$ cat src/rtl/ihl_pkg.sv
// Shared constants, codes and request types of the Intel HEX image loader.
`timescale 1ns / 1ps
`default_nettype none

package ihl_pkg;

    // Image geometry
    localparam int PAGE_BYTES   = 64;
    localparam int PAGE_COUNT   = 128;
    localparam int BOOT_BYTES   = 1024;
    localparam int RECORD_BYTES = 256;

    localparam int IMAGE_BYTES  = PAGE_COUNT * PAGE_BYTES;
    localparam int IMG_AW       = $clog2(IMAGE_BYTES);
    localparam int PG_AW        = (PAGE_COUNT > 1) ? $clog2(PAGE_COUNT) : 1;
    localparam int BUF_AW       = $clog2(RECORD_BYTES);
    localparam int RANGE_LIMIT  = IMAGE_BYTES - BOOT_BYTES;

    // Page number is address / (PAGE_BYTES - 3), done by reciprocal multiply
    localparam int     PAGE_DIV  = PAGE_BYTES - 3;
    localparam longint DIV_SCALE = 64'h0000_0001_0000_0000;
    localparam longint DIV_RECIP = DIV_SCALE / PAGE_DIV;

    localparam logic [9:0] COUNT_MAX   = 10'd1023;
    localparam logic [7:0] ERASED_BYTE = 8'hFF;

    // Record types
    localparam logic [7:0] REC_DATA = 8'h00;
    localparam logic [7:0] REC_EOF  = 8'h01;

    // Text characters
    localparam logic [7:0] CHAR_CR    = 8'h0D;
    localparam logic [7:0] CHAR_LF    = 8'h0A;
    localparam logic [7:0] CHAR_COLON = 8'h3A;
    localparam logic [7:0] CHAR_0     = 8'h30;
    localparam logic [7:0] CHAR_9     = 8'h39;
    localparam logic [7:0] CHAR_UA    = 8'h41;
    localparam logic [7:0] CHAR_UF    = 8'h46;
    localparam logic [7:0] CHAR_LA    = 8'h61;
    localparam logic [7:0] CHAR_LF_HEX = 8'h66;

    typedef enum logic [1:0] {
        ACT_CHAR,
        ACT_READ_IMAGE,
        ACT_READ_DIRTY,
        ACT_RESTART
    } action_t;

    typedef enum logic [2:0] {
        ST_PARSING,
        ST_DONE_OK,
        ST_ERR_FORMAT,
        ST_ERR_LENGTH,
        ST_ERR_CHECKSUM,
        ST_ERR_RANGE,
        ST_ERR_NO_END
    } parse_status_t;

    // Flash image port: one access per cycle
    typedef struct packed {
        logic              we;
        logic              re;
        logic [IMG_AW-1:0] addr;
        logic [7:0]        wdata;
    } img_req_t;

    // Record buffer port: one write and one read per cycle
    typedef struct packed {
        logic              we;
        logic [BUF_AW-1:0] waddr;
        logic [7:0]        wdata;
        logic              re;
        logic [BUF_AW-1:0] raddr;
    } buf_req_t;

endpackage

`default_nettype wire

$ cat src/rtl/ihl_rec_buf.sv
// Record data buffer: bytes of the current line, read back for the image copy.
`timescale 1ns / 1ps
`default_nettype none

module ihl_rec_buf (
    input  wire logic             clk,
    input  wire ihl_pkg::buf_req_t req,
    output logic [7:0]            rdata
);

    logic [7:0] rec_ram [ihl_pkg::RECORD_BYTES];
    logic [7:0] rdata_reg;

    always_ff @(posedge clk)
    begin
        if (req.we)
            rec_ram[req.waddr] <= req.wdata;
        if (req.re)
            rdata_reg <= rec_ram[req.raddr];
    end

    assign rdata = rdata_reg;

endmodule

`default_nettype wire

$ cat config.mk
export PLATFORM = sky130hd
export DESIGN_NAME = ihl_rec_buf
export DESIGN_NICKNAME = d
export VERILOG_FILES = /design/src/rtl/ihl_pkg.sv /design/src/rtl/ihl_rec_buf.sv
export SDC_FILE = /design/constraint.sdc
export NUM_CORES = 2
export LEC_CHECK = 0
export BUFFER_PORTS_ARGS = -buffer_cell sky130_fd_sc_hd__buf_2
export CAP_MARGIN = 15
export CORE_MARGIN = 4
export CORE_UTILIZATION = 35
export CTS_CLUSTER_DIAMETER = 120
export CTS_CLUSTER_SIZE = 12
export DETAILED_ROUTE_END_ITERATION = 8
export SLEW_MARGIN = 20
export SYNTH_ARGS = -nofsm -noshare
export SYNTH_HDL_FRONTEND = slang
export SYNTH_SLANG_ARGS = --single-unit
$ cat constraint.sdc
create_clock -name clk -period 6 [get_ports clk]
set_input_delay 0.9 -clock clk [delete_from_list [all_inputs] [get_ports clk]]
set_output_delay 0.9 -clock clk [all_outputs]
set_load 0.01 [all_outputs]
**Word level (Yosys, flattened, before mapping)**

Memory sizes are Yosys's and may differ from the RTL's. A register that Yosys moved wholly into a read port is not among the register bits.
Index checks and enable logic that the tools add are counted.

- Multiplexer cells: 2

Operators by type and width:

| kind | number |
|---|---|
| $mux 1 | 2 |

- Memories: 1
- Output and inout bits: 8
- Word-level logic and storage cells: 3
- Register bits after elaboration: 0
- Input port bits: 27
- RAM bits: 2048

Memory list:

| name | words | bits a word | rd ports | clocked after memory_dff | wr ports | line | source |
|---|---|---|---|---|---|---|---|
| rec_ram | 256 | 8 | 1 | 1 | 1 | ihl_rec_buf.sv:11 | `logic [7:0] rec_ram [ihl_pkg::RECORD_BYTES];` |

**Longest topological paths before layout**

- Depth in word-level cells: 2
- Depth in mapped cells: 11
- Depth with buffers taken out: 6

**Worst setup path before layout**

No wires, ideal clock.

- Kind: in2reg
- Start point: input req[0] (netlist bit)
- End point: register rdata_reg[2], in the netlist rdata[2] (read register of rec_ram), data pin
- Library setup time: 0.269 ns
- Data required time: 5.731 ns
- Arrival: 2.707 ns
- Slack: 3.024 ns
- Buffers on the path: 4
- Stages on the path: 9
- Cell sequence: buf_6 -> buf_12 -> buf_8 -> buf_2 -> mux4_2 -> a22oi_1 -> a21oi_1 -> nor4_1 -> nor4_2

RTL lines:

| item | line | source |
|---|---|---|
| start, declared | ihl_rec_buf.sv:7 | `input wire ihl_pkg::buf_req_t req,` |
| end, declared | ihl_rec_buf.sv:12 | `logic [7:0] rdata_reg;` |

==> results_dict.tcl <==
set metrics [dict create \
    cts.path.max_buffers 3 \
    period_share_pct 66.6 \
    worstPathRequired_ns 6.51 \
    netSwitchingPower_mw 5.93 \
    grt_usage_pct 17.0 \
    core_area_um2 226000 \
    skew_ns 0.0442 \
    yosysTopAreaCell "edfxtp_1" \
    netlist_instances 3733 \
    final_nets 3851 \
    worst_slew_pin_slew_ns 1.19 \
    cellPowerDensity_nw_per_um2 316 \
    seq_area_frac_synth_pct 77.5 \
    ys_types 54 \
    grtUsageMet1_pct 23.8 \
    whs_ns 0.478 \
    cts.hold.buffers_added 0 \
    ys_warn_count 0 \
    dr.pass1.iters 6 \
    drt_iter0_markers 4780 \
    hp-class "input pin to register" \
    grt_max_degree 173 \
    cts_made_buffers 189 \
    comb_power_share_pct 5.1 \
    max_cap_viol_count 0 \
    area_delta_synth_final_pct 10.8 \
    largest_register_ffs 2048 \
    dp.final_hpwl_mm 121 \
    grt_pass1_vias 38800 \
    fmax_mhz 250 \
    cts_resized 0 \
    grt_setup_unrepaired "no" \
    reg2reg_depth 6 \
    worstHoldStart "req[16]" \
    slew_viol_final 0 \
    die_y_um 485 \
    min_period_ns 4.00 \
    syn_area_per_cell_um2 21.3 \
    die_w_um 485 \
    synth_top_area_share_pct 77.5 \
    r2r_slack_ns 2.87 \
    async_reset_ff_share_pct 0 \
    post_cts_buffers 0 \
    final_cells 6835 \
    r2r-end "rdata[3]" \
    r2r-start "rec_ram[83][3]" \
    grt_pass1_wl_mm 290 \
    relSlewSlack_pct 20.2 \
    cts_tree "done" \
    avgRoutedWirePerCell_um 29.7 \
    ant_nets 0 \
    initial_core_util_pct 35.3 \
    critical_path_class "input pin to register" \
    post_drt_via_cell_ratio 5.64 \
    fp.dieArea_um2 235000 \
    synth_edf_count 2056 \
    layout-drive-gt1-share_pct 21.3 \
    top_level_ports 35 \
    worstPathArrival_ns 4.50 \
    ys_seq_elements 2056 \
    worstSetupEndpointType "register" \
    tns_ns 0 \
    total_power_mw 27.9 \
    p_int_mw 22.0 \
    wl_mm 203 \
    drc 0 \
    vias 38600 \
    path_clk_slew_ns 0.06 \
    cts_sinks 2056 \
    htree_levels 4 \
    synth_nets 3760 \
    synth_ff_type "edfxtp_1" \
    p_seq_share_pct 56.9 \
    finalSetupViolCount 0 \
    p_sw_share_pct 21.3 \
    outcome "finished, final reports clean" \
    grt_overflow 0 \
    ir_worst_vdd_mv 0.313 \
    finalHoldViolCount 0 \
    antenna_found_initial 14 \
    leakage_nw 26.5 \
    io_buffers 34 \
    place_congestion 0.810 \
    row_count 174 \
    mappedNetlistArea_um2 79600 \
    use_met3_pct 3.07 \
    whs_endpoint "rec_ram[182][7]" \
    place_inst 6623 \
    min_path_cells 1 \
    pwr-share-clk_pct 38.0 \
    yosys-top-cells-area "edfxtp_1, mux4_2, mux2i_1" \
    cts_root_buf "clkbuf_16" \
    critical_path.max_fanout 80 \
    grt_busiest_layer "met2" \
    clock_latency_ns 0.82 \
    crit_path_start_kind "input pin" \
    use_met2_pct 27.3 \
]
cells by family (layout without fill, tap and decap cells):
logic type	Yosys count	count (layout)	share of synthesized area, %
AO/OA/AOI/OAI	385	385	3.42
buffers and inverters	235	340	1.83
flip-flops	2056	2056	77.5
multiplexers	591	591	14.6
other	0	5	0
AND/OR/NAND/NOR	466	466	2.63
how the worst max path moves through the flow:
stage | to | from | depth (start not counted)
6_report | rdata[5] | req[1] | 8
3_3_place_gp | rdata[4] | req[2] | 8
4_1_cts | rdata[5] | req[1] | 8
5_1_grt | rdata[5] | req[1] | 8
3_5_place_dp | rdata[5] | req[1] | 8
2_1_floorplan | rdata[2] | req[0] | 9
power groups by stage:
stage          Sequential [mW]  Combinational [mW]  Clock (mW)
6_report                  15.9                1.42        10.6
5_1_grt                   15.9                1.50        11.4
4_1_cts                   15.9                1.44        10.8
3_5_place_dp              16.2                1.43           0
3_3_place_gp              16.2                1.42           0
2_1_floorplan             16.2               0.769           0
critical path: stages:
cell	delay [ns]
buf_8	0.54
buf_4	0.64
mux4_2	0.45
a22o_1	0.25
a221oi_1	0.53
o32ai_1	0.23
nor3_1	0.68
nor4_1	0.13
layout by cell type (no fill, tap or decap), types with 22 or more instances in the layout:
cell type / instances
nand3_1: 33
edfxtp_1: 2056
buf_4: 82
nor4_1: 22
o22ai_1: 28
buf_2: 22
mux2i_1: 134
a22oi_1: 133
nor3_1: 22
nor2b_1: 28
clkbuf_16: 192
nand2_1: 32
a21oi_1: 96
o221ai_1: 46
mux4_2: 454
nor2_1: 278
area by class of cell:
type                       instances  area [um^2]
inverter                           2         7.51
sequential                      2056        61700
clock inverter                    13          186
clock buffer                     192         4800
tap                             2992         3740
multi-input combinational       1442        16500
timing repair buffer             133         1250
antenna                            5         12.5
fill                           20000       137000
cells in the mapped netlist (all sizes together), types with 4 or more instances:
master,n
o32ai,5
a21oi,96
a2111oi,5
nand4,10
and2,6
mux4,456
or2,4
nor2b,31
mux2i,134
o22a,5
clkbuf,111
buf,122
a22o,8
a221oi,14
nand3,34
o221ai,47
nor2,282
nand2,33
o21ai,12
a22oi,133
edfxtp,2056
nand2b,8
nor4,27
o22ai,28
a211oi,16
o211ai,10
nor3,22
routing by layer:
metal,vias to the layer above,wire length [um]
met5,-,0
met4,0,5490
met3,317,15200
met2,1690,98500
met1,20800,84100
li1,15800,-
through the flow:
step,util [%],cell area [um^2],worst slack [ns]
after floorplan,-,79600,3.02
after global placement,36.9,83200,1.03
after detailed placement,36.9,83200,1.16
after CTS,39.1,88200,2.05
after global routing,39.1,88300,1.87
final,39.1,88300,2.00
(Power assumes the default switching activity.)
