`config.mk`:
```
export PLATFORM = sky130hd
export DESIGN_NAME = ihl_page_div
export DESIGN_NICKNAME = d
export VERILOG_FILES = /design/src/rtl/ihl_pkg.sv /design/src/rtl/ihl_page_div.sv
export SDC_FILE = /design/constraint.sdc
export NUM_CORES = 1
export LEC_CHECK = 0
export BUFFER_PORTS_ARGS = -buffer_cell sky130_fd_sc_hd__buf_2
export CORE_MARGIN = 1
export CORE_UTILIZATION = 55
export CTS_CLUSTER_SIZE = 10
export DETAILED_ROUTE_END_ITERATION = 12
export PLACE_DENSITY = 0.71
export SLEW_MARGIN = 5
export SYNTH_ARGS = -nofsm -noshare
export SYNTH_HDL_FRONTEND = slang
export SYNTH_SLANG_ARGS = --single-unit
```
`constraint.sdc`:
```
create_clock -name clk -period 6.3 [get_ports clk]
set_input_delay 0.315 -clock clk [delete_from_list [all_inputs] [get_ports clk]]
set_output_delay 0.315 -clock clk [all_outputs]
set_load 0.02 [all_outputs]
```
`src/rtl/ihl_pkg.sv`:
```
// Shared constants, codes and request types of the Intel HEX image loader.
`timescale 1ns / 1ps
`default_nettype none

package ihl_pkg;

    // Image geometry
    localparam int PAGE_BYTES   = 64;
    localparam int PAGE_COUNT   = 128;
    localparam int BOOT_BYTES   = 1024;
    localparam int RECORD_BYTES = 256;

    localparam int IMAGE_BYTES  = PAGE_COUNT * PAGE_BYTES;
    localparam int IMG_AW       = $clog2(IMAGE_BYTES);
    localparam int PG_AW        = (PAGE_COUNT > 1) ? $clog2(PAGE_COUNT) : 1;
    localparam int BUF_AW       = $clog2(RECORD_BYTES);
    localparam int RANGE_LIMIT  = IMAGE_BYTES - BOOT_BYTES;

    // Page number is address / (PAGE_BYTES - 3), done by reciprocal multiply
    localparam int     PAGE_DIV  = PAGE_BYTES - 3;
    localparam longint DIV_SCALE = 64'h0000_0001_0000_0000;
    localparam longint DIV_RECIP = DIV_SCALE / PAGE_DIV;

    localparam logic [9:0] COUNT_MAX   = 10'd1023;
    localparam logic [7:0] ERASED_BYTE = 8'hFF;

    // Record types
    localparam logic [7:0] REC_DATA = 8'h00;
    localparam logic [7:0] REC_EOF  = 8'h01;

    // Text characters
    localparam logic [7:0] CHAR_CR    = 8'h0D;
    localparam logic [7:0] CHAR_LF    = 8'h0A;
    localparam logic [7:0] CHAR_COLON = 8'h3A;
    localparam logic [7:0] CHAR_0     = 8'h30;
    localparam logic [7:0] CHAR_9     = 8'h39;
    localparam logic [7:0] CHAR_UA    = 8'h41;
    localparam logic [7:0] CHAR_UF    = 8'h46;
    localparam logic [7:0] CHAR_LA    = 8'h61;
    localparam logic [7:0] CHAR_LF_HEX = 8'h66;

    typedef enum logic [1:0] {
        ACT_CHAR,
        ACT_READ_IMAGE,
        ACT_READ_DIRTY,
        ACT_RESTART
    } action_t;

    typedef enum logic [2:0] {
        ST_PARSING,
        ST_DONE_OK,
        ST_ERR_FORMAT,
        ST_ERR_LENGTH,
        ST_ERR_CHECKSUM,
        ST_ERR_RANGE,
        ST_ERR_NO_END
    } parse_status_t;

    // Flash image port: one access per cycle
    typedef struct packed {
        logic              we;
        logic              re;
        logic [IMG_AW-1:0] addr;
        logic [7:0]        wdata;
    } img_req_t;

    // Record buffer port: one write and one read per cycle
    typedef struct packed {
        logic              we;
        logic [BUF_AW-1:0] waddr;
        logic [7:0]        wdata;
        logic              re;
        logic [BUF_AW-1:0] raddr;
    } buf_req_t;

endpackage

`default_nettype wire

```
`src/rtl/ihl_page_div.sv`:
```
// Two-stage divide of the record address by the page divisor.
`timescale 1ns / 1ps
`default_nettype none

module ihl_page_div (
    input  wire logic        clk,
    input  wire logic [15:0] address,
    output logic [15:0]      page
);

    localparam logic [31:0] RECIP = 32'(ihl_pkg::DIV_RECIP);
    localparam logic [16:0] DIV17 = 17'(ihl_pkg::PAGE_DIV);
    localparam logic [25:0] DIV26 = 26'(ihl_pkg::PAGE_DIV);

    logic [47:0] prod;
    logic [15:0] q0_reg;
    logic [15:0] addr1_reg;
    logic [25:0] back;
    logic [16:0] rem;
    logic [15:0] page_reg;

    // Stage 1: estimate, low by at most one
    assign prod = {32'd0, address} * {16'd0, RECIP};

    always_ff @(posedge clk)
    begin
        q0_reg    <= prod[47:32];
        addr1_reg <= address;
    end

    // Stage 2: remainder check and correction
    assign back = {10'd0, q0_reg} * DIV26;
    assign rem  = {1'b0, addr1_reg} - back[16:0];

    always_ff @(posedge clk)
    begin
        if (rem >= DIV17)
            page_reg <= q0_reg + 16'd1;
        else
            page_reg <= q0_reg;
    end

    assign page = page_reg;

endmodule

`default_nettype wire

```
Word-level counts from Yosys, hierarchy flattened
Index checks and enable logic that the tools add are counted.

Multiplexer cells: 1. Add/sub/neg operators: 2. Order comparisons: 1. Multiply operators: 2.

Operators by type and width (number): $mul A16 B27 Y43 const B (1); $ge A17 B6 Y1 const B (1); $mul A11 B6 Y17 const B (1); $sub A16 B17 Y17 (1); $add A11 B1 Y12 const B (1); $mux W11 (1).

Register bits: 39. Word-level logic and storage cells: 10. Input bits: 17. Output and inout bits: 16.

Logic depth before layout (Yosys ltp)
Gate-level depths: netlist of run 1.

Word-level depth: 4. Gate-level depth with buffers: 21. Depth with buffers taken out: 21.

Worst setup path before layout of run 1
Ideal clock, no wire load.

Kind: input to register. Start: input port address[14]. End: register q0_reg[5]. Setup time: 0.145 ns. Stages on the path: 19. Slack: 1.107 ns. Path buffers: 0. Arrival: 5.048 ns. Data required time: 6.155 ns. Path through: inv_1 ha_1 fa_1 inv_1 fa_1 inv_1 fa_1 fa_1 inv_1 fa_1 ha_1 a211oi_1 o21ai_0 o211ai_1 nand3_1 o21ai_0 a31oi_1 a2111oi_0 a311oi_1.

Longest elaborated chain between the ends: 1.

Ends and longest elaborated chain: from (decl) (RTL line ihl_page_div.sv:7) `input wire logic [15:0] address,`; $mul A16 B27 Y43 (RTL line ihl_page_div.sv:23) `assign prod = {32'd0, address} * {16'd0, RECIP};`; named net prod[37] (RTL line ihl_page_div.sv:15) `logic [47:0] prod;`; to (signal assigned) (RTL line ihl_page_div.sv:27) `q0_reg <= prod[47:32];`; to (decl) (RTL line ihl_page_div.sv:16) `logic [15:0] q0_reg;`.

The timed path passes the listed nets, and every way through them passes these cells. A chain may end at the register's enable or synchronous reset.

Worst setup path in the final report of run 1
Same ends and word-level chain as after synthesis.

==> impl_metrics.tcl, run 1 <==
set metrics [dict create \
    yosysMostFrequentCell "inv_1" \
    fill_cells 1476 \
    rsz0062_at_grt "false" \
    timing.final.crit_share_pct 87.65 \
    drc 0 \
    worstReg2RegEnd "page[11]" \
    postCtsSetupBuffers 0 \
    numPortBuffers 28 \
    async_flop_share_pct 0 \
    core_area_mm2 0.01670 \
    num_antenna_cells 0 \
    synth_top_cell_by_area "fa_1" \
    stdcell_area_mm2 0.01003 \
    viasPerCell 5.245 \
    place_hpwl_um 17500 \
    first_pass_iters 5 \
    worst_pin_slew_ns 0.6377 \
    ctsResizeCount 0 \
    fin_hold_ws_ns 0.2925 \
    worstHoldPathType "input port to register" \
    largest_reg_flops 16 \
    max_freq_mhz 181.1 \
    start_util_pct 56.54 \
    synth_edf_count 0 \
    cts_buffers 5 \
    worstSetupPathType "input port to register" \
    clockRootBuffer "clkbuf_16" \
    drive_gt1_share_pct 4.936 \
    start_kind "input port" \
    cap_violations 0 \
    yosys_warnings 0 \
    gp_congestion 0.9328 \
    fin_crit_ns 5.522 \
    grtUsageTotal_pct 24.11 \
    placed_area_mm2 0.009836 \
    cts_max_level 2 \
    ys_seq_elements 39 \
    cts_buffer_depth 2 \
    die_w_um 133.0 \
    num_vias 6467 \
    syn-mean-instance-area_um2 9.626 \
    ys_top_cells_by_count "303 x inv_1, 228 x ha_1, 148 x fa_1" \
    grt_pass1_wl_um 33070 \
    ctsHoldBuffers 0 \
    drt_wl_total_um 19710 \
    cp.arrival_ns 5.66 \
    drt_iter0_drc 236 \
    clkSlewWorstSetupHoldPaths_ns 0.06 \
    synth_top_area_share_pct 31.38 \
    antenna_found_initial 0 \
    grt_pass1_vias 6750 \
    num_io_pins 33 \
    die_h_um 133.0 \
    yosysSeqAreaShare_pct 8.268 \
    clock_latency_ns 0.29 \
    dieArea_mm2 0.01770 \
    relSlewSlack_pct 57.04 \
    globalRouteOverflowTotal 0 \
    drv_slew 0 \
    final_nets 1405 \
    syn_to_final_growth_pct 6.241 \
    r2r_cells 17 \
    status "completed" \
    cp-endpoint "q0_reg[5]" \
    cts_tree "built" \
    syn_area_mm2 0.009443 \
    grt_max_degree 15 \
    required_ns 6.44 \
    rr_startpoint "q0_reg[4]" \
    clock_skew_ns 0.008882 \
    antenna_left 0 \
    critPathLaunch "address[14]" \
    cts_sinks 39 \
    cp_max_fo 10 \
    ys_types 61 \
    cp-end-kind "register" \
    hold_violations 0 \
    num_rows 47 \
    fin_setup_tns_ns 0 \
    postSynthCellCount 981 \
    ff2ff_setup_slack_ns 0.82 \
    yosys_most_used_dff "dfxtp_1" \
    setup-violations-final 0 \
    wire_per_inst_um 15.99 \
    yosys-top-cells-area "fa_1 31%, ha_1 30%, inv_1 12%" \
]
metal layers:
| layer | track usage, % | routed length [um] |
|---|---|---|
| met1 | 33.07 | 9227 |
| met2 | 40.46 | 9125 |
| met3 | 3.027 | 927 |
| met4 | 5.875 | 431 |
| met5 | 0 | 0 |
logic make-up (layout without fill, tap and decap cells):
logic type / count (synthesis) / in the layout / share of synthesized area (%)
adder cells (fa/ha/maj): 376 / 376 / 61.59
multiplexers: 1 / 1 / 0.1192
AO/OA/AOI/OAI: 122 / 122 / 8.944
AND/OR/NAND/NOR: 101 / 101 / 5.817
XOR/XNOR: 27 / 27 / 2.504
flip-flops: 39 / 39 / 8.268
other: 1 / 4 / 0.03971
buffers and inverters: 314 / 343 / 12.72
worst min path at each step:
stage / end / startpoint / slack [ns] / cells after the start
2_1_floorplan: addr1_reg[0] / address[0] / 0.34 / 0
3_3_place_gp: addr1_reg[13] / address[13] / 0.59 / 1
3_5_place_dp: addr1_reg[13] / address[13] / 0.59 / 1
4_1_cts: addr1_reg[13] / address[13] / 0.29 / 1
5_1_grt: addr1_reg[11] / address[11] / 0.30 / 1
6_report: addr1_reg[13] / address[13] / 0.29 / 1
per-stage QoR:
stage | cells | worst slack [ns] | utilization, %
after floorplan | 984 | 1.107 | -
after global placement | 1225 | 0.6006 | 58.89
after detailed placement | 1225 | 0.5129 | 58.89
after CTS | 1233 | 0.7970 | 60.07
after global routing | 1233 | 0.4208 | 60.07
final | 1233 | 0.7780 | 60.07
worst max-delay path: stages:
cell and delay, ns:
buf_2 0.24, inv_1 0.09, ha_1 0.37, fa_1 0.51, inv_1 0.06, fa_1 0.50, inv_1 0.06, fa_1 0.50
fa_1 0.54, inv_1 0.05, fa_1 0.47, ha_1 0.32, a211oi_1 0.23, o21ai_0 0.12, o211ai_1 0.12, nand3_1 0.08
o21ai_0 0.16, buf_4 0.17, a31oi_1 0.20, a2111oi_0 0.47, a311oi_1 0.08
cell type report:
cell class / instances / area, um2 / area share, %
sequential: 39 / 780.7 / 7.783
timing repair buffer: 32 / 170.2 / 1.696
clock buffer: 5 / 125.1 / 1.247
clock inverter: 3 / 71.32 / 0.7109
tap: 220 / 275.3 / 2.744
inverter: 303 / 1137 / 11.34
multi-input combinational: 631 / 7472 / 74.48
cells in the final DEF (no fill, tap or decap), types with 7 or more instances in the layout:
cell type and n:
a21oi_1 29, nor2_1 23, nand3_1 15, nor3_1 7, inv_1 303, ha_1 228
buf_2 28, o21ai_0 22, a21o_1 16, nand2_1 11, xnor2_1 21, dfxtp_1 39
fa_1 148
Power of run 1 is left out: the tool's default activity adds up to more than one toggle a clock period on the data nets, which glitch-free logic cannot reach.
==> run 2, diff against run 1 <==
PLACE_DENSITY = 0.74   (was 0.71)
clock period = 4.6 ns   (was 6.3 ns; I/O delays follow)
==> run 2 against run 1 <==
Effect of this change:
- first-iteration DRC count grew 69%
- flip-flop and latch count did not move
- critical endpoint is now page[1]
- register-to-register slack got worse by 1.2 ns
- global-route usage is 3.7 points higher
- highest routed layer unchanged
- count of clock-buffer cells in the layout increased by 1
- final cell count increased by 12%
- via count up 13%
- wire length up 20%
- sequential share of layout area is 1.1 points lower
- critical path depth decreased by 2
- worst setup slack got worse by 1.1 ns
- the flow now finishes with violations (negative setup slack)
- clock skew down 0.0062 ns
==> impl_metrics.tcl, run 2 (synthesis gave the netlist of run 1 again) <==
set metrics [dict create \
    placed_area_mm2 0.01100 \
    gp_congestion 0.9305 \
    fin_crit_ns 4.951 \
    die_h_um 133.0 \
    num_antenna_cells 0 \
    crit_buf_inv 7 \
    core_area_mm2 0.01670 \
    clkSlewWorstSetupHoldPaths_ns 0.07 \
    hold_violations 0 \
    clock_skew_ns 0.002731 \
    drc 0 \
    place_hpwl_um 19510 \
    cp.arrival_ns 5.12 \
    cts_buffers 5 \
    antenna_left 0 \
    clock_latency_ns 0.29 \
    start_util_pct 56.54 \
    cts_max_level 2 \
    start_kind "register" \
    stdcell_area_mm2 0.01192 \
    wire_per_inst_um 17.08 \
    grt_pass1_vias 7995 \
    grt_max_degree 15 \
    drv_slew 0 \
    cts_buffer_depth 2 \
    cts_tree "built" \
    clockRootBuffer "clkbuf_16" \
    final_common_cell "inv_1" \
    cts_sinks 39 \
    dp_cells 1362 \
    slowest_delay_ns 0.56 \
    largest_reg_flops 16 \
    setup-violations-final 23 \
    syn_to_final_growth_pct 26.18 \
    drt_wl_total_um 23690 \
    rsz0062_at_grt "true" \
    worstHoldPathType "input port to register" \
    numPortBuffers 28 \
    violations "negative setup slack" \
    max_freq_mhz 202.0 \
    antenna_found_initial 0 \
    grt_pass1_wl_um 38240 \
    drt_iter0_drc 399 \
    viasPerCell 5.273 \
    num_io_pins 33 \
    num_vias 7314 \
    drive_gt1_share_pct 27.25 \
    grtUsageTotal_pct 27.80 \
    worstSetupPathType "register to register" \
    worst_slack_ns -0.3506 \
    required_ns 4.77 \
    die_w_um 133.0 \
    num_rows 47 \
    globalRouteOverflowTotal 0 \
    cp_max_fo 4 \
    fin_cells 1387 \
    crit_family "adder cells" \
    first_pass_iters 7 \
    critPathSlowestCell "fa_1" \
    cp_cell_sequence "inv_4 -> buf_6 -> fa_2 -> fa_1 -> inv_1 -> fa_1 -> fa_1 -> inv_2 -> ha_4 -> buf_6 -> o21a_1 -> o21a_2 -> o32ai_4 -> xnor2_1 -> or4_4 -> nor4_4 -> buf_6 -> buf_12 -> mux2_4" \
    cp-end-kind "register" \
    fin_setup_tns_ns -4.993 \
    mostFrequentLayoutCells "272 x inv_1, 202 x ha_1, 145 x buf_4" \
    cap_violations 0 \
    dieArea_mm2 0.01770 \
    status "complete, but fails checks" \
    final_nets 1559 \
    timing.final.crit_share_pct 107.6 \
]
==> run 2: layer usage <==
metal | vias up | GRT usage (%) | part of all wire (%)
met4 | 0 | 9.132 | 3.0
li1 | 3471 | - | -
met3 | 62 | 3.716 | 3.9
met1 | 3602 | 35.24 | 43
met2 | 179 | 48.78 | 50
met5 | - | 0 | 0
==> run 2: layout make-up <==
type | count | area [um2]
Clock inverter | 2 | 17.52
Multi-Input combinational cell | 631 | 8044
Timing Repair Buffer | 186 | 1478
Sequential cell | 39 | 798.3
Tap cell | 220 | 275.3
Clock buffer | 6 | 150.1
Fill cell | 1106 | 4786
Inverter | 303 | 1152
==> run 2: path summary, 6_finish.rpt <==
kind	startpoint	end	slack (ns)	depth (start not counted)
setup / recovery	q0_reg[1]	page[1]	-0.35	19
hold / removal	address[15]	addr1_reg[15]	0.18	2
setup reg to reg	q0_reg[1]	page[1]	-0.35	19
hold reg to reg	q0_reg[5]	page[5]	0.56	2
==> run 2: stage by stage <==
| step | setup slack [ns] | utilization (%) | hold slack (ns) |
|---|---|---|---|
| after detailed placement | -0.6525 | 65.89 | 0.5331 |
| after global placement | -0.5804 | 65.89 | 0.5292 |
| after global routing | -0.5211 | 71.34 | 0.1827 |
| after floorplan | -0.3106 | - | 0.2577 |
| final | -0.3506 | 71.34 | 0.1841 |
| after CTS | -0.3544 | 69.43 | 0.1667 |
==> run 2: repair_timing <==
action | 4_1_cts | 5_1_grt
resized for setup | 73 | 61
buffers inserted | 13 | 7
pin swaps | 62 | 42
setup endpoints to repair | 23 | 23
hold buffers | 0 | 0
Power of run 2 is left out for the same reason.
